==> config.mk <==
export PLATFORM = sky130hd
export DESIGN_NAME = dcc_packet_symbol_encoder_core
export DESIGN_NICKNAME = d
export VERILOG_FILES = /design/src/sv/dcc_enc_pkg.sv /design/src/sv/dcc_enc_seq.sv /design/src/sv/dcc_enc_fmt.sv /design/src/sv/dcc_packet_symbol_encoder_core.sv
export SDC_FILE = /design/constraint.sdc
export NUM_CORES = 1
export LEC_CHECK = 0
export ABC_AREA = 1
export BUFFER_PORTS_ARGS = -buffer_cell sky130_fd_sc_hd__buf_2
export CORE_ASPECT_RATIO = 1.1
export CORE_MARGIN = 5
export CORE_UTILIZATION = 45
export CTS_CLUSTER_DIAMETER = 40
export DETAILED_ROUTE_END_ITERATION = 8
export GPL_ROUTABILITY_DRIVEN = 0
export PLACE_DENSITY = 0.7
export SYNTH_ARGS = -nofsm -noshare
export SYNTH_HDL_FRONTEND = slang
export SYNTH_SLANG_ARGS = --single-unit
==> constraint.sdc <==
create_clock -name clock -period 2.3 [get_ports clock]
set_input_delay 0.23 -clock clock [delete_from_list [all_inputs] [get_ports clock]]
set_output_delay 0.23 -clock clock [all_outputs]
set_load 0.005 [all_outputs]
==> src/sv/dcc_enc_pkg.sv <==
// Shared types and constants for the DCC packet symbol encoder.
// No dependencies; imported by every module of the block.
package dcc_enc_pkg;

   localparam int unsigned TICK_W = 15;
   localparam int unsigned PRE_W  = 6;

   // Preamble length limit, cutout length and index of the last data bit.
   localparam logic [PRE_W-1:0] MAX_PREAMBLE   = 6'd48;
   localparam logic [PRE_W-1:0] CUTOUT_SYMBOLS = 6'd4;
   localparam logic [PRE_W-1:0] DATA_LAST_BIT  = 6'd7;

   // Configuration register indexes.
   localparam logic [2:0] CSR_ONE_BIT_TICKS  = 3'd0;
   localparam logic [2:0] CSR_ZERO_BIT_TICKS = 3'd1;
   localparam logic [2:0] CSR_END_BIT_TICKS  = 3'd2;
   localparam logic [2:0] CSR_CUTOUT_TICKS   = 3'd3;
   localparam logic [2:0] CSR_CUTOUT_ENABLE  = 3'd4;
   localparam logic [2:0] CSR_LEAD_ZERO_EN   = 3'd5;
   localparam logic [2:0] CSR_FIRST_LEVEL    = 3'd6;
   localparam logic [2:0] CSR_PREAMBLE_COUNT = 3'd7;

   typedef struct packed {
      logic [TICK_W-1:0] one_bit_ticks;
      logic [TICK_W-1:0] zero_bit_ticks;
      logic [TICK_W-1:0] end_bit_ticks;
      logic [TICK_W-1:0] cutout_ticks;
      logic              cutout_enable;
      logic              leading_zero_enable;
      logic              first_half_level;
      logic [PRE_W-1:0]  preamble_count;
   } cfg_type;

   typedef enum logic [1:0] {
      SYM_CUT,
      SYM_ZERO,
      SYM_ONE,
      SYM_END
   } sym_kind_type;

   typedef struct packed {
      sym_kind_type kind;
      logic         run_last;
      logic         done;
   } sym_type;

endpackage

==> src/sv/dcc_enc_seq.sv <==
// Symbol sequencer: walks cutout, leading zero, preamble, start, data and end phases.
// Depends on dcc_enc_pkg.
module dcc_enc_seq
   import dcc_enc_pkg::*;
(
   input  logic       clock,
   input  logic       reset,
   input  cfg_type    cfg,
   input  logic       req_tvalid,
   output logic       req_tready,
   input  logic [7:0] packet_byte,
   input  logic       last_byte,
   input  logic       slot_free,
   output logic       sym_valid,
   output sym_type    sym
);

   typedef enum logic [2:0] {
      PH_IDLE,
      PH_CUT,
      PH_LEAD,
      PH_PRE,
      PH_START,
      PH_DATA,
      PH_END
   } phase_type;

   phase_type        phase_ff, phase_in;
   logic [PRE_W-1:0] cnt_ff, cnt_in;
   logic [7:0]       byte_ff, byte_in;
   logic             last_ff, last_in;
   logic             in_packet_ff, in_packet_in;

   logic [PRE_W-1:0] pre_len;
   logic             cut_on;
   logic             step_en;
   logic             accept;
   phase_type        after_lead;
   phase_type        after_cut;
   phase_type        first_phase;

   assign cut_on  = cfg.cutout_enable && (cfg.cutout_ticks != '0);
   assign pre_len = (cfg.preamble_count > MAX_PREAMBLE) ? MAX_PREAMBLE : cfg.preamble_count;

   assign after_lead  = (pre_len != '0) ? PH_PRE : PH_START;
   assign after_cut   = cfg.leading_zero_enable ? PH_LEAD : after_lead;
   assign first_phase = in_packet_ff ? PH_START : (cut_on ? PH_CUT : after_cut);

   assign req_tready = (phase_ff == PH_IDLE);
   assign accept     = req_tvalid && req_tready;
   assign sym_valid  = (phase_ff != PH_IDLE);
   assign step_en    = sym_valid && slot_free;

   always_comb begin
      sym.kind     = SYM_ZERO;
      sym.run_last = 1'b0;
      sym.done     = 1'b0;
      unique case (phase_ff)
         PH_IDLE:  sym.kind = SYM_ZERO;
         PH_CUT:   sym.kind = SYM_CUT;
         PH_LEAD:  sym.kind = SYM_ZERO;
         PH_PRE:   sym.kind = SYM_ONE;
         PH_START: sym.kind = SYM_ZERO;
         PH_DATA: begin
            sym.kind     = byte_ff[7] ? SYM_ONE : SYM_ZERO;
            sym.run_last = (cnt_ff == DATA_LAST_BIT) && !last_ff;
         end
         PH_END: begin
            sym.kind     = SYM_END;
            sym.run_last = 1'b1;
            sym.done     = 1'b1;
         end
         default: sym.kind = SYM_ZERO;
      endcase
   end

   always_comb begin
      phase_in     = phase_ff;
      cnt_in       = cnt_ff;
      byte_in      = byte_ff;
      last_in      = last_ff;
      in_packet_in = in_packet_ff;
      if (accept) begin
         phase_in     = first_phase;
         cnt_in       = '0;
         byte_in      = packet_byte;
         last_in      = last_byte;
         in_packet_in = !last_byte;
      end else if (step_en) begin
         unique case (phase_ff)
            PH_CUT: begin
               if (cnt_ff == CUTOUT_SYMBOLS - 6'd1) begin
                  phase_in = after_cut;
                  cnt_in   = '0;
               end else begin
                  cnt_in = cnt_ff + 6'd1;
               end
            end
            PH_LEAD: begin
               phase_in = after_lead;
               cnt_in   = '0;
            end
            PH_PRE: begin
               if (cnt_ff == pre_len - 6'd1) begin
                  phase_in = PH_START;
                  cnt_in   = '0;
               end else begin
                  cnt_in = cnt_ff + 6'd1;
               end
            end
            PH_START: begin
               phase_in = PH_DATA;
               cnt_in   = '0;
            end
            PH_DATA: begin
               byte_in = {byte_ff[6:0], 1'b0};
               if (cnt_ff == DATA_LAST_BIT) begin
                  phase_in = last_ff ? PH_END : PH_IDLE;
                  cnt_in   = '0;
               end else begin
                  cnt_in = cnt_ff + 6'd1;
               end
            end
            PH_END:  phase_in = PH_IDLE;
            default: phase_in = PH_IDLE;
         endcase
      end
   end

   always_ff @(posedge clock) begin
      if (reset) begin
         phase_ff     <= PH_IDLE;
         cnt_ff       <= '0;
         in_packet_ff <= 1'b0;
         last_ff      <= 1'b0;
      end else begin
         phase_ff     <= phase_in;
         cnt_ff       <= cnt_in;
         in_packet_ff <= in_packet_in;
         last_ff      <= last_in;
      end
      byte_ff <= byte_in;
   end

   // The final symbol of an item returns the sequencer to idle.
   a_run_last_idle: assert property (@(posedge clock) disable iff (reset)
      step_en && sym.run_last |=> phase_ff == PH_IDLE)
      else $error("sequencer busy after last symbol of item");

   // End symbol only on the last byte of a packet.
   a_done_on_last: assert property (@(posedge clock) disable iff (reset)
      sym_valid && sym.done |-> last_ff)
      else $error("end symbol on a byte not flagged last");

   // Preamble count stays inside the clamped length.
   a_pre_bound: assert property (@(posedge clock) disable iff (reset)
      phase_ff == PH_PRE |-> cnt_ff < pre_len)
      else $error("preamble counter overran");

   // Cutout count stays inside the cutout length.
   a_cut_bound: assert property (@(posedge clock) disable iff (reset)
      phase_ff == PH_CUT |-> cnt_ff < CUTOUT_SYMBOLS)
      else $error("cutout counter overran");

endmodule

==> src/sv/dcc_enc_fmt.sv <==
// Symbol formatter: maps a symbol kind to durations and levels into the output register.
// Depends on dcc_enc_pkg.
module dcc_enc_fmt
   import dcc_enc_pkg::*;
(
   input  logic        clock,
   input  logic        reset,
   input  cfg_type     cfg,
   input  logic        sym_valid,
   input  sym_type     sym,
   output logic        slot_free,
   output logic        rsp_tvalid,
   input  logic        rsp_tready,
   output logic [31:0] rsp_tdata,
   output logic        rsp_tlast,
   output logic        rsp_tuser
);

   logic              valid_ff;
   logic [31:0]       data_ff, data_in;
   logic              last_ff;
   logic              done_ff;
   logic [TICK_W-1:0] first_dur;
   logic [TICK_W-1:0] second_dur;

   assign slot_free = !valid_ff || rsp_tready;

   always_comb begin
      unique case (sym.kind)
         SYM_CUT: begin
            first_dur  = cfg.cutout_ticks;
            second_dur = cfg.cutout_ticks;
         end
         SYM_ZERO: begin
            first_dur  = cfg.zero_bit_ticks;
            second_dur = cfg.zero_bit_ticks;
         end
         SYM_ONE: begin
            first_dur  = cfg.one_bit_ticks;
            second_dur = cfg.one_bit_ticks;
         end
         SYM_END: begin
            first_dur  = cfg.one_bit_ticks;
            second_dur = (cfg.end_bit_ticks != '0) ? cfg.end_bit_ticks : cfg.one_bit_ticks;
         end
         default: begin
            first_dur  = cfg.one_bit_ticks;
            second_dur = cfg.one_bit_ticks;
         end
      endcase
   end

   assign data_in = {!cfg.first_half_level, second_dur, cfg.first_half_level, first_dur};

   always_ff @(posedge clock) begin
      if (reset) begin
         valid_ff <= 1'b0;
      end else if (slot_free) begin
         valid_ff <= sym_valid;
      end
      if (slot_free && sym_valid) begin
         data_ff <= data_in;
         last_ff <= sym.run_last;
         done_ff <= sym.done;
      end
   end

   assign rsp_tvalid = valid_ff;
   assign rsp_tdata  = data_ff;
   assign rsp_tlast  = last_ff;
   assign rsp_tuser  = done_ff;

endmodule

==> src/sv/dcc_packet_symbol_encoder_core.sv <==
// DCC packet symbol encoder, top level: configuration registers, sequencer, formatter.
// The sequencer registers each accepted byte; the formatter registers each symbol.
// No new item is taken until every symbol of the last one has been stepped out; an item
// produces N symbols, N being 9 or 10 for later bytes and 9 or 10 plus the clamped
// preamble (+1 leading zero, +4 cutout) for the first byte of a packet.
// Reset (synchronous, active high) loads register defaults and awaits a first byte.
module dcc_packet_symbol_encoder_core
   import dcc_enc_pkg::*;
(
   input  logic        clock,
   input  logic        reset,
   // Item input: tdata = packet_byte[7:0]; tlast = last_byte
   input  logic        req_tvalid,
   output logic        req_tready,
   input  logic [7:0]  req_tdata,    // [7:0] packet_byte
   input  logic        req_tlast,
   // Symbol output
   output logic        rsp_tvalid,
   input  logic        rsp_tready,
   output logic [31:0] rsp_tdata,    // [14:0] first_duration, [15] first_level,
                                     // [30:16] second_duration, [31] second_level
   output logic        rsp_tlast,    // run_last
   output logic        rsp_tuser,    // [0] packet_done
   // Configuration write port
   input  logic        csr_we,
   input  logic [2:0]  csr_addr,
   input  logic [14:0] csr_wdata
);

   cfg_type cfg_ff;
   logic    slot_free;
   logic    sym_valid;
   sym_type sym;

   // Hold configuration; the user must write only while the block is idle, not enforced here.
   always_ff @(posedge clock) begin
      if (reset) begin
         cfg_ff.one_bit_ticks       <= 15'd58;
         cfg_ff.zero_bit_ticks      <= 15'd100;
         cfg_ff.end_bit_ticks       <= '0;
         cfg_ff.cutout_ticks        <= '0;
         cfg_ff.cutout_enable       <= 1'b0;
         cfg_ff.leading_zero_enable <= 1'b0;
         cfg_ff.first_half_level    <= 1'b1;
         cfg_ff.preamble_count      <= 6'd17;
      end else if (csr_we) begin
         unique case (csr_addr)
            CSR_ONE_BIT_TICKS:  cfg_ff.one_bit_ticks       <= csr_wdata;
            CSR_ZERO_BIT_TICKS: cfg_ff.zero_bit_ticks      <= csr_wdata;
            CSR_END_BIT_TICKS:  cfg_ff.end_bit_ticks       <= csr_wdata;
            CSR_CUTOUT_TICKS:   cfg_ff.cutout_ticks        <= csr_wdata;
            CSR_CUTOUT_ENABLE:  cfg_ff.cutout_enable       <= csr_wdata[0];
            CSR_LEAD_ZERO_EN:   cfg_ff.leading_zero_enable <= csr_wdata[0];
            CSR_FIRST_LEVEL:    cfg_ff.first_half_level    <= csr_wdata[0];
            CSR_PREAMBLE_COUNT: cfg_ff.preamble_count      <= csr_wdata[PRE_W-1:0];
            default:            cfg_ff.one_bit_ticks       <= cfg_ff.one_bit_ticks;
         endcase
      end
   end

   // Advance one symbol per cycle while the output register has room.
   dcc_enc_seq u_seq (
      .clock       (clock),
      .reset       (reset),
      .cfg         (cfg_ff),
      .req_tvalid  (req_tvalid),
      .req_tready  (req_tready),
      .packet_byte (req_tdata),
      .last_byte   (req_tlast),
      .slot_free   (slot_free),
      .sym_valid   (sym_valid),
      .sym         (sym)
   );

   // Turn each symbol into durations and levels and hold it until taken.
   dcc_enc_fmt u_fmt (
      .clock      (clock),
      .reset      (reset),
      .cfg        (cfg_ff),
      .sym_valid  (sym_valid),
      .sym        (sym),
      .slot_free  (slot_free),
      .rsp_tvalid (rsp_tvalid),
      .rsp_tready (rsp_tready),
      .rsp_tdata  (rsp_tdata),
      .rsp_tlast  (rsp_tlast),
      .rsp_tuser  (rsp_tuser)
   );

endmodule

==> out/metrics.yaml, run 1 <==
track_usage_pct: 20.16
die_y_um: 127.0
crit_path_top_delay_cell: "dfxtp_1"
synth_mux_area_share_pct: 0
drc: 0
endpoint_kind: "register"
critical_path.cell_chain: "nor2_2, nand2_2, nand2_2, nand2_1, ha_2, inv_1, nand2_1, nand2_1, nand2_1, nand2_1, nand3_1, nor2_1, nand2_1, nand2_2, nand3_1, nand2_1, nand2_1, nand2_1, inv_1"
met1_length_um: 5796
detail_route.iter0.violations: 306
synth_top_family_by_area: "simple AND/OR/NAND/NOR gates"
synthCells: 692
cp.arrival_ns: 2.41
tns_ns: 0
drive_above_1_share_pct: 18.34
synth_area_per_cell_um2: 8.088
ioPinCount: 68
antenna_cells: 0
synthAdderAreaFrac_pct: 0.4471
hold_violations: 0
io_buffers: 67
hp-class: "input port to register"
vias: 5118
cts_buffer_depth: 2
setup_viol: 0
post-route-util_pct: 56.40
drv_cap: 0
cts_tree: "built"
initial_utilization_pct: 46.10
cpMostUsedCell: "nand2_1"
hpwl_um: 9945
skew_ns: 0.007524
cellPowerDensity_nw_per_um2: 1148
yosysSeqAreaShare_pct: 51.51
synth_seq_cells: 123
cts-root-buf: "clkbuf_16"
dieArea_um2: 14770
netlist_area_um2: 5597
tightest_slew_ns: 0.7052
critPathLaunchType: "register"
grt-ovfl-total: 0
fill_cells: 1055
path_max_fanout: 5
grt_pass1_vias: 4872
syn_nets: 726
synth_cell_type_count: 41
placed_cell_area_um2: 6136
yosys_warnings: 0
min_period_ns: 2.103
nets: 806
grt_max_degree: 70
cts_htree_levels: 4
cts.sinks: 123
crit_type: "register to register"
irDropWorstVdd_mv: 1.086
core_area_um2: 12140
crit_required_ns: 2.60
ant_nets: 0
rows: 42
grt_pass1_wl_um: 23360
wl_per_cell_um: 15.60
antenna_found_initial: 0
route.met3.wl_um: 1083
fin_area_um2: 6847
wl_um: 14650
synth_xor_area_share_pct: 0.9390
path_clk_slew_ns: 0.06
syn2layout_area_growth_pct: 22.33
yosys.area_share.simple_pct: 23.47
status: "completed"
viasPerCell: 5.450
highest_layer: "met4"
synth_compound_area_share_pct: 16.43
first_pass_iters: 5
regArea_um2: 2884
rsz0062_at_grt: "no"
cp_slowest_stage_delay_ns: 0.33
insertion_delay_ns: 0.41
post-route-period-util_pct: 91.43
drv_slew: 0
wl_met2_um: 7496
fmax_mhz: 475.5
cts_made_buffers: 17
p_leak_nw: 3.002
multi_input_area_um2: 2344
die_w_um: 116.3
relSlewSlack_pct: 52.93
-- flip-flops by register name (all words and copies together) (netlist names) --
name	count
cfg_ff	69
u_fmt.rsp_tdata	32
u_seq.byte_ff	8
u_seq.cnt_ff	6
u_seq.phase_ff	3
u_fmt.rsp_tlast	1
u_fmt.rsp_tuser	1
u_fmt.rsp_tvalid	1
u_seq.in_packet_ff	1
u_seq.last_ff	1
-- stage by stage --
stage,total power (W),std cells,worst slack (ns),hold WS [ns]
after global placement,0.004863,905,0.1708,0.4205
after CTS,0.007882,937,0.005781,0.07157
after detailed placement,0.004940,905,0.0007876,0.4260
after global routing,0.008257,939,0.04002,0.08985
final,0.007862,939,0.1970,0.08516
after floorplan,0.004217,692,0.2221,0.2991
-- logic make-up after synthesis --
kind of cell / after synthesis
AND/OR/NAND/NOR: 313
AO/OA/AOI/OAI: 154
flip-flops: 123
buffers and inverters: 94
XOR/XNOR: 6
adder cells (fa/ha/maj): 2
-- power breakdown --
part	switching (W)	internal, W
Clock	0.000967	0.00199
Sequential	0.000173	0.00283
Combinational	0.00123	0.000677
-- worst paths after layout --
path / start / end / slack [ns] / cells past startpoint
setup / recovery: cfg_ff[1] / u_seq.cnt_ff[3] / 0.20 / 19
hold / removal: req_tdata[1] / u_seq.byte_ff[1] / 0.09 / 3
setup reg to reg: cfg_ff[1] / u_seq.cnt_ff[3] / 0.20 / 19
hold reg to reg: cfg_ff[6] / u_fmt.rsp_tdata[15] / 0.44 / 0
-- cell usage in the layout, fill, tap and decap left out, types with 4 or more instances in the layout --
cell type	count
a21oi_1	27
buf_2	67
buf_4	17
bufinv_16	5
clkbuf_16	17
dfxtp_1	80
edfxtp_1	42
inv_1	64
inv_2	5
nand2_1	124
nand2_2	6
nand3_1	36
nand4_1	7
nor2_1	122
o2111ai_1	14
o211ai_1	17
o21ai_0	85
xor2_1	4
-- Yosys cell counts, drive strengths merged --
cell          instances  area [um^2]
bufinv                1        17.52
nand4                 7        43.79
buf                   7        53.80
nand3                37        190.2
a311o                 1        10.01
edfxtp               42         1261
o211ai               17        127.6
a22oi                 2        15.01
xor2                  4        35.03
dlymetal6s2s          1        12.51
ha                    2        25.02
a221oi                1        26.28
nor4                  2        12.51
nor2                127        489.2
a21boi                1        7.510
dfxtp                81         1622
nand3b                2        15.01
clkbuf               16        60.06
xnor2                 2        17.52
a21oi                28        151.4
nand2               131        504.2
o21ai                88        444.2
o2111ai              14        122.6
o31ai                 1        7.510
or2                   1        6.260
nor3                  6        52.55
inv                  69        259.0
o21bai                1        7.510
-- cell type report --
cell class              count  area share, %
repair buffers             85          7.054
clock inverters            13          3.125
multi-input cells         475          34.23
flip-flops and latches    123          42.12
clock buffers              19          6.615
inverters                  70          4.039
well taps                 154          2.814
-- per-layer routing --
metal / vias to the layer above / track usage [%]
li1: 2491 / -
met1: 2389 / 24.39
met2: 216 / 34.61
met3: 22 / 4.621
met4: 0 / 7.509
met5: - / 0
-- worst max-delay path, delay by kind of cell (launching register included) --
family,cells,cell delay (ns)
fa+ha+maj,1,0.23
buf+inv,2,0.10
flops,1,0.33
simple gates,16,1.35
-- timing repair --
item                       CTS  global route
setup buffers                0             2
pin swaps                    0             3
hold buffers                 0             0
resized for setup            1            10
setup endpoints to repair    3             9
No activity file was read; power rests on OpenSTA's default activity.
==> run 2: changes to the inputs <==
--- a/config.mk
+++ b/config.mk
@@ -9,11 +9,11 @@
 export BUFFER_PORTS_ARGS = -buffer_cell sky130_fd_sc_hd__buf_2
 export CORE_ASPECT_RATIO = 1.1
 export CORE_MARGIN = 5
-export CORE_UTILIZATION = 45
+export CORE_UTILIZATION = 37
 export CTS_CLUSTER_DIAMETER = 40
 export DETAILED_ROUTE_END_ITERATION = 8
 export GPL_ROUTABILITY_DRIVEN = 0
-export PLACE_DENSITY = 0.7
+export PLACE_DENSITY = 0.6
 export SYNTH_ARGS = -nofsm -noshare
 export SYNTH_HDL_FRONTEND = slang
 export SYNTH_SLANG_ARGS = --single-unit
==> run 2 against run 1 <==
Effect of this change: worst setup slack gained 0.023 ns; global-route usage shrank 3.6 points; clock power shrank 7.8%; wire length shrank 1.8%; worst hold slack lost 0.013 ns; critical endpoint is now u_seq.phase_ff[0]; sequential power is essentially flat; largest cell class unchanged; fmax grew 1.1%; count of clock-buffer cells in the layout shrank 1; die area grew 20%; register-to-register slack gained 0.02 ns; flip-flop and latch count is the same; critical path depth shrank 1.
==> out/metrics.yaml, run 2 (synthesis gave the netlist of run 1 again) <==
crit_path_start: "cfg_ff[1]"
placed_cell_area_um2: 6201  # +1.1%
setup_viol: 0  # unchanged
largest_reg_flops: 69  # unchanged
vias: 4801  # -6.2%
combPwrFrac_pct: 25.0  # +0.7 points
cts.sinks: 123  # unchanged
clkPwrFrac_pct: 35.9  # -1.7 points
core_area_um2: 14940  # +23%
cts_made_buffers: 17  # unchanged
grt-ovfl-total: 0  # unchanged
relSlewSlack_pct: 51.75  # -1.2 points
hp-class: "input port to register"
grt_pass1_wl_um: 23260  # -0.42%
drc: 0  # unchanged
wl_per_cell_um: 14.69  # -5.9%
initial_utilization_pct: 37.47  # -8.6 points
die_w_um: 127.3  # +9.4%
track_usage_pct: 16.57  # -3.6 points
post-route-util_pct: 45.75  # -11 points
antenna_cells: 0  # unchanged
drv_slew: 0  # unchanged
p_leak_nw: 2.967  # -1.2%
cp_slowest_stage_delay_ns: 0.33  # about the same
status: "completed"
hold_violations: 0  # unchanged
p_int_w: 0.005242  # -4.5%
final_cells: 979  # +4.3%
worstHoldEndpoint: "u_seq.byte_ff[3]"
crit_required_ns: 2.66  # +0.06 ns
crit_type: "register to register"
dieArea_um2: 17690  # +20%
cts_buffer_depth: 2  # unchanged
tightest_slew_ns: 0.7229  # +0.01770 ns
numPlacedInstances: 947  # +4.6%
critical_path.cell_chain: "nor2_2, nand2_1, nand2_1, nand2_1, ha_2, inv_1, nand2_1, nand2_1, nand2_1, nand2_1, nand3_1, nor2_1, nand2_1, nand2_2, nand3_4, nand2_1, nand2_1, nor2_1"
endpoint_kind: "register"
fmax_mhz: 480.7  # +1.1%
whs_path_depth: 3  # unchanged
post-route-period-util_pct: 90.45  # -0.98 points
antenna_found_initial: 0  # unchanged
seq_power_share_pct: 39.1  # +1.0 points
rr_endpoint: "u_seq.phase_ff[0]"
cp_top_family: "simple AND/OR/NAND/NOR gates"
min_period_ns: 2.080  # -0.02252 ns
grt_pass1_vias: 4609  # -5.4%
first_pass_iters: 8  # +3
final_common_cell: "nand2_1"
insertion_delay_ns: 0.42  # about the same
min-delay-start: "req_tdata[3]"
rows: 47  # +12%
path_buf_inv: 1  # -1
r2r_cells: 18  # -1
crit_path_top_delay_cell: "dfxtp_1"
path_max_fanout: 5  # unchanged
drive_above_1_share_pct: 17.62  # -0.72 points
cts_tree: "built"
cp.arrival_ns: 2.44  # +0.03 ns
regMostFlops: "cfg_ff"
switchingPower_w: 0.002381  # +0.48%
final_cell_mix: "nand2_1, nor2_1, o21ai_0"
io_buffers: 67  # unchanged
rrSetupSlack_ns: 0.22  # +0.02 ns
wl_um: 14380  # -1.8%
cts-root-buf: "clkbuf_16"
fin_area_um2: 6834  # -0.18%
ioPinCount: 68  # unchanged
r2r-start: "cfg_ff[1]"
fill_cells: 1532  # +45%
hpwl_um: 9868  # -0.78%
path_clk_slew_ns: 0.06  # about the same
critPathLaunchType: "register"
grt_max_degree: 43  # -39%
cellPowerDensity_nw_per_um2: 1115  # -2.9%
viasPerCell: 4.904  # -10%
ant_nets: 0  # unchanged
postCtsHoldBufs: 0  # unchanged
die_y_um: 139.0  # +9.5%
tns_ns: 0  # unchanged
p_sw_share_pct: 31.24  # +1.1 points
detail_route.iter0.violations: 334  # +9.2%
skew_ns: 0.009687  # +0.002163 ns
irDropWorstVdd_mv: 0.8647  # -20%
cpMostUsedCell: "nand2_1"
nets: 804  # -0.25%
cts_htree_levels: 4  # unchanged
syn2layout_area_growth_pct: 22.11
drv_cap: 0  # unchanged
[run 2: cell types whose count changed in the layout (fill, tap and decap cells not counted), moves of 2 or more]
cell       before  now
buf_4          17   14
bufinv_16       5    3
clkinv_2        1    3
nand2_1       124  127
nand2_2         6    3
[run 2: per-layer routing]
layer  vias up  wire (um)  global-route usage [%]
li1       2484          -                       -
met1      2178       6258                   20.50
met2       120       7116                   28.17
met3        19        804                   4.160
met4         0        203                   5.308
met5         -          0                       0
[run 2: stage by stage]
step	total power, W	hold slack, ns	setup slack [ns]
floorplan	0.004217	0.2991	0.2221
global placement	0.004922	0.4165	0.1357
detailed placement	0.004944	0.4182	0.03473
CTS	0.007697	0.05694	0.02620
global route	0.008059	0.07872	-0.02354
finish	0.007623	0.07173	0.2195
[run 2: final cells by class]
type	count	area (um^2)	share of cell area, %
Tap cell	196	245.2	3.588
Clock buffer	18	439.2	6.426
Inverter	70	276.5	4.046
Multi-Input combinational cell	475	2338	34.22
Timing Repair Buffer	83	480.5	7.030
Clock inverter	14	171.4	2.508
Sequential cell	123	2883	42.18
[run 2: worst max-delay path by stage]
stage                             end  slack (ns)  cells past startpoint
floorplan             u_seq.cnt_ff[5]        0.22                     10
global placement    u_seq.phase_ff[0]        0.14                     17
detailed placement  u_seq.phase_ff[0]        0.03                     17
CTS                 u_seq.phase_ff[0]        0.03                     17
global route        u_seq.phase_ff[0]       -0.02                     18
finish              u_seq.phase_ff[0]        0.22                     18
[run 2: tightest hold or removal path, stage by stage]
cell	delay, ns
buf_2	0.07
nand2_1	0.04
nand2_1	0.04
[run 2: power groups by stage]
stage | sequential [W] | combinational (W) | clock, W
detailed placement | 0.00303 | 0.00192 | 0
global route | 0.00304 | 0.00215 | 0.00287
floorplan | 0.00306 | 0.00115 | 0
finish | 0.00298 | 0.00191 | 0.00273
CTS | 0.00299 | 0.00192 | 0.00279
global placement | 0.00303 | 0.00190 | 0
[run 2: what timing repair did]
item | CTS | global route
setup endpoints to repair | 0 | 9
gates resized for setup | 0 | 7
setup buffers | 0 | 0
==> run 3: changes to the inputs <==
--- a/config.mk
+++ b/config.mk
@@ -5,12 +5,11 @@
 export SDC_FILE = /design/constraint.sdc
 export NUM_CORES = 1
 export LEC_CHECK = 0
-export ABC_AREA = 1
 export BUFFER_PORTS_ARGS = -buffer_cell sky130_fd_sc_hd__buf_2
 export CORE_ASPECT_RATIO = 1.1
 export CORE_MARGIN = 5
 export CORE_UTILIZATION = 37
-export CTS_CLUSTER_DIAMETER = 40
+export CTS_CLUSTER_DIAMETER = 60
 export DETAILED_ROUTE_END_ITERATION = 8
 export GPL_ROUTABILITY_DRIVEN = 0
 export PLACE_DENSITY = 0.6
==> run 3 against run 2 <==
Effect of this change: the flow now finishes with violations (negative setup slack); core utilization grew 1.5 points; final cell count shrank 6.0%; critical path depth shrank 11; count of clock-buffer cells in the layout grew 8; design area grew 0.29%; global-route usage grew 1.0 points; via count grew 5.0%; fmax shrank 11%; highest routed layer unchanged.
==> out/metrics.yaml, run 3 <==
p_sw_share_pct: 30.45  # -0.79 points
path_buf_inv: 1  # unchanged
grt_pass1_vias: 4751  # +3.1%
switchingPower_w: 0.002188  # -8.1%
seq_power_share_pct: 39.1  # about the same
status: "complete, but fails checks"
detail_route.iter0.violations: 703  # +110%
netlist_area_um2: 5490  # -1.9%
insertion_delay_ns: 0.42  # about the same
dp_slack_ns: -0.08276  # -0.1175 ns
whs_path_depth: 3  # unchanged
fin_ws_ns: -0.03648  # -0.2560 ns
grt_pass1_wl_um: 24160  # +3.9%
synth_area_per_cell_um2: 8.619  # +6.6%
regMostFlops: "cfg_ff"
critPathLaunchType: "register"
core_area_um2: 14500  # -2.9%
synth_seq_cells: 123  # unchanged
fill_cells: 1408  # -8.1%
track_usage_pct: 17.61  # +1.0 points
path_clk_slew_ns: 0.05  # about the same
cellPowerDensity_nw_per_um2: 1048  # -6.0%
drv_slew: 0  # unchanged
min_period_ns: 2.336  # +0.2560 ns
final_cell_mix: "nand2_1, dfxtp_1, buf_2"
grt_max_degree: 65  # +51%
antenna_cells: 0  # unchanged
die_w_um: 126.1  # -0.88%
largest_reg_flops: 69  # unchanged
die_y_um: 137.8  # -0.88%
critical_path.cell_chain: "or3_4, o31ai_1, a2111oi_4, buf_4, a311oi_4, o21ai_1, a31o_1"
crit_required_ns: 2.61  # -0.05 ns
rr_endpoint: "u_seq.phase_ff[1]"
irDropWorstVdd_mv: 0.4382  # -49%
async_reset_ff_share_pct: 0  # unchanged
post-route-period-util_pct: 101.6  # +11 points
io_buffers: 67  # unchanged
ys_top_cells_by_area: "dfxtp_1, edfxtp_1, nand2_1"
antenna_found_initial: 0  # unchanged
wl_um: 15410  # +7.2%
synth_edf_count: 42  # unchanged
dieArea_um2: 17380  # -1.8%
syn_nets: 671  # -7.6%
wl_per_cell_um: 16.75  # +14%
p_leak_nw: 2.701  # -9.0%
drv_cap: 0  # unchanged
cp_top_family: "compound AO/OA/AOI/OAI gates"
synth_common_cells: "nand2_1, dfxtp_1, a21oi_1"
syn2layout_area_growth_pct: 24.84
cts.sinks: 123  # unchanged
multi_input_area_um2: 2485  # +6.3%
clkPwrFrac_pct: 35.4  # -0.5 points
path_max_fanout: 4  # -1
hold_violations: 0  # unchanged
yosysTopAreaCellShare_pct: 29.54  # +0.56 points
cts_buffer_depth: 2  # unchanged
drive_above_1_share_pct: 20.47  # +2.8 points
relSlewSlack_pct: 49.82  # -1.9 points
regArea_um2: 2887  # +0.13%
synth_top_area_cell: "dfxtp_1"
postCtsHoldBufs: 0  # unchanged
cp.depth: 7  # -11
synthFlopType: "dfxtp_1"
p_int_w: 0.004997  # -4.7%
hp-class: "input port to register"
yosysSeqAreaShare_pct: 52.51  # +1.0 points
r2r-start: "cfg_ff[2]"
cts_tree: "built"
combPwrFrac_pct: 25.6  # +0.6 points
tightest_slew_ns: 0.7527  # +0.02975 ns
drc: 0  # unchanged
rows: 46  # -2.1%
endpoint_kind: "register"
ioPinCount: 68  # unchanged
hold_ws_ns: 0.07625  # +0.004518 ns
cts_htree_levels: 4  # unchanged
vias: 5039  # +5.0%
ant_nets: 0  # unchanged
synth_cell_type_count: 52  # +27%
cts-root-buf: "clkbuf_16"
rrSetupSlack_ns: -0.04  # -0.26 ns
nets: 750  # -6.7%
crit_path_end: "u_seq.phase_ff[1]"
synthCells: 637  # -7.9%
setup_viol: 1  # +1
final_common_cell: "nand2_1"
fmax_mhz: 428.0  # -11%
skew_ns: 0.004744  # -0.004942 ns
crit_path_start: "cfg_ff[2]"
hpwl_um: 10290  # +4.3%
grt-ovfl-total: 0  # unchanged
crit_path_top_delay_cell: "o31ai_1"
yosys_warnings: 0  # unchanged
cp.arrival_ns: 2.64  # +0.20 ns
first_pass_iters: 6  # -2
cp_slowest_stage_delay_ns: 0.49  # +0.16 ns
viasPerCell: 5.477  # +12%
yosysMostFrequentCell: "nand2_1"
cts_made_buffers: 17  # unchanged
r2r_cells: 7  # -11
violations: "negative setup slack"
initial_utilization_pct: 37.85  # +0.39 points
rsz0062_at_grt: "yes"
crit_type: "register to register"
run 3: worst min-delay path by stage:
stage | start | end | slack [ns]
floorplan | csr_wdata[2] | cfg_ff[41] | 0.35
global placement | cfg_ff[6] | u_fmt.rsp_tdata[15] | 0.45
detailed placement | cfg_ff[6] | u_fmt.rsp_tdata[15] | 0.46
CTS | req_tdata[1] | u_seq.byte_ff[1] | 0.06
global route | req_tdata[1] | u_seq.byte_ff[1] | 0.06
finish | req_tdata[1] | u_seq.byte_ff[1] | 0.08
run 3: stage by stage:
stage	area, um^2	cells	utilization (%)	TNS [ns]	total power [W]
5_1_grt	6854	920	47.26	-0.2681	0.007536
6_report	6854	920	47.26	-0.03648	0.007185
3_5_place_dp	6195	888	42.71	-0.2097	0.004626
2_1_floorplan	5535	637	-	0	0.003870
3_3_place_gp	6195	888	42.71	-0.02926	0.004576
4_1_cts	6775	919	46.71	0	0.007178
run 3: worst register-to-register path, stage by stage (launching register included):
cell,delay (ns)
dfxtp_2,0.31
or3_4,0.38
o31ai_1,0.49
a2111oi_4,0.17
buf_4,0.19
a311oi_4,0.34
o21ai_1,0.13
a31o_1,0.21
run 3: what timing repair did:
action	4_1_cts	5_1_grt
setup buffers	0	1
pin swaps	2	8
endpoints found under the setup margin	6	11
resized for setup	1	14
run 3: logic make-up after synthesis:
| kind of cell | Yosys count | share of synthesized area [%] |
|---|---|---|
| AO/OA/AOI/OAI | 139 | 17.30 |
| XOR/XNOR | 10 | 1.595 |
| adder cells (fa/ha/maj) | 2 | 0.4557 |
| buffers and inverters | 63 | 4.307 |
| flip-flops | 123 | 52.51 |
| multiplexers | 3 | 0.5470 |
| AND/OR/NAND/NOR | 297 | 23.29 |
run 3: area by class of cell:
| class | instances | share of cell area [%] |
|---|---|---|
| Tap cell | 192 | 3.505 |
| Timing Repair Buffer | 100 | 8.507 |
| Sequential cell | 123 | 42.11 |
| Multi-Input combinational cell | 451 | 36.25 |
| Clock buffer | 26 | 7.923 |
| Inverter | 23 | 1.260 |
| Clock inverter | 5 | 0.4381 |
run 3: layer usage:
layer	share of wire [%]	vias up	GRT usage, %	wire length [um]
met4	2.5	0	7.390	391
met2	49	224	30.01	7547
li1	-	2416	-	-
met5	0	-	0	0
met1	41	2360	21.08	6269
met3	7.8	39	4.769	1202
run 3: power by group through the flow:
stage | Clock, W | Combinational, W | Sequential (W)
global route | 0.00269 | 0.00201 | 0.00284
CTS | 0.00258 | 0.00179 | 0.00281
finish | 0.00254 | 0.00184 | 0.00281
floorplan | 0 | 0.000982 | 0.00289
detailed placement | 0 | 0.00177 | 0.00285
global placement | 0 | 0.00173 | 0.00284
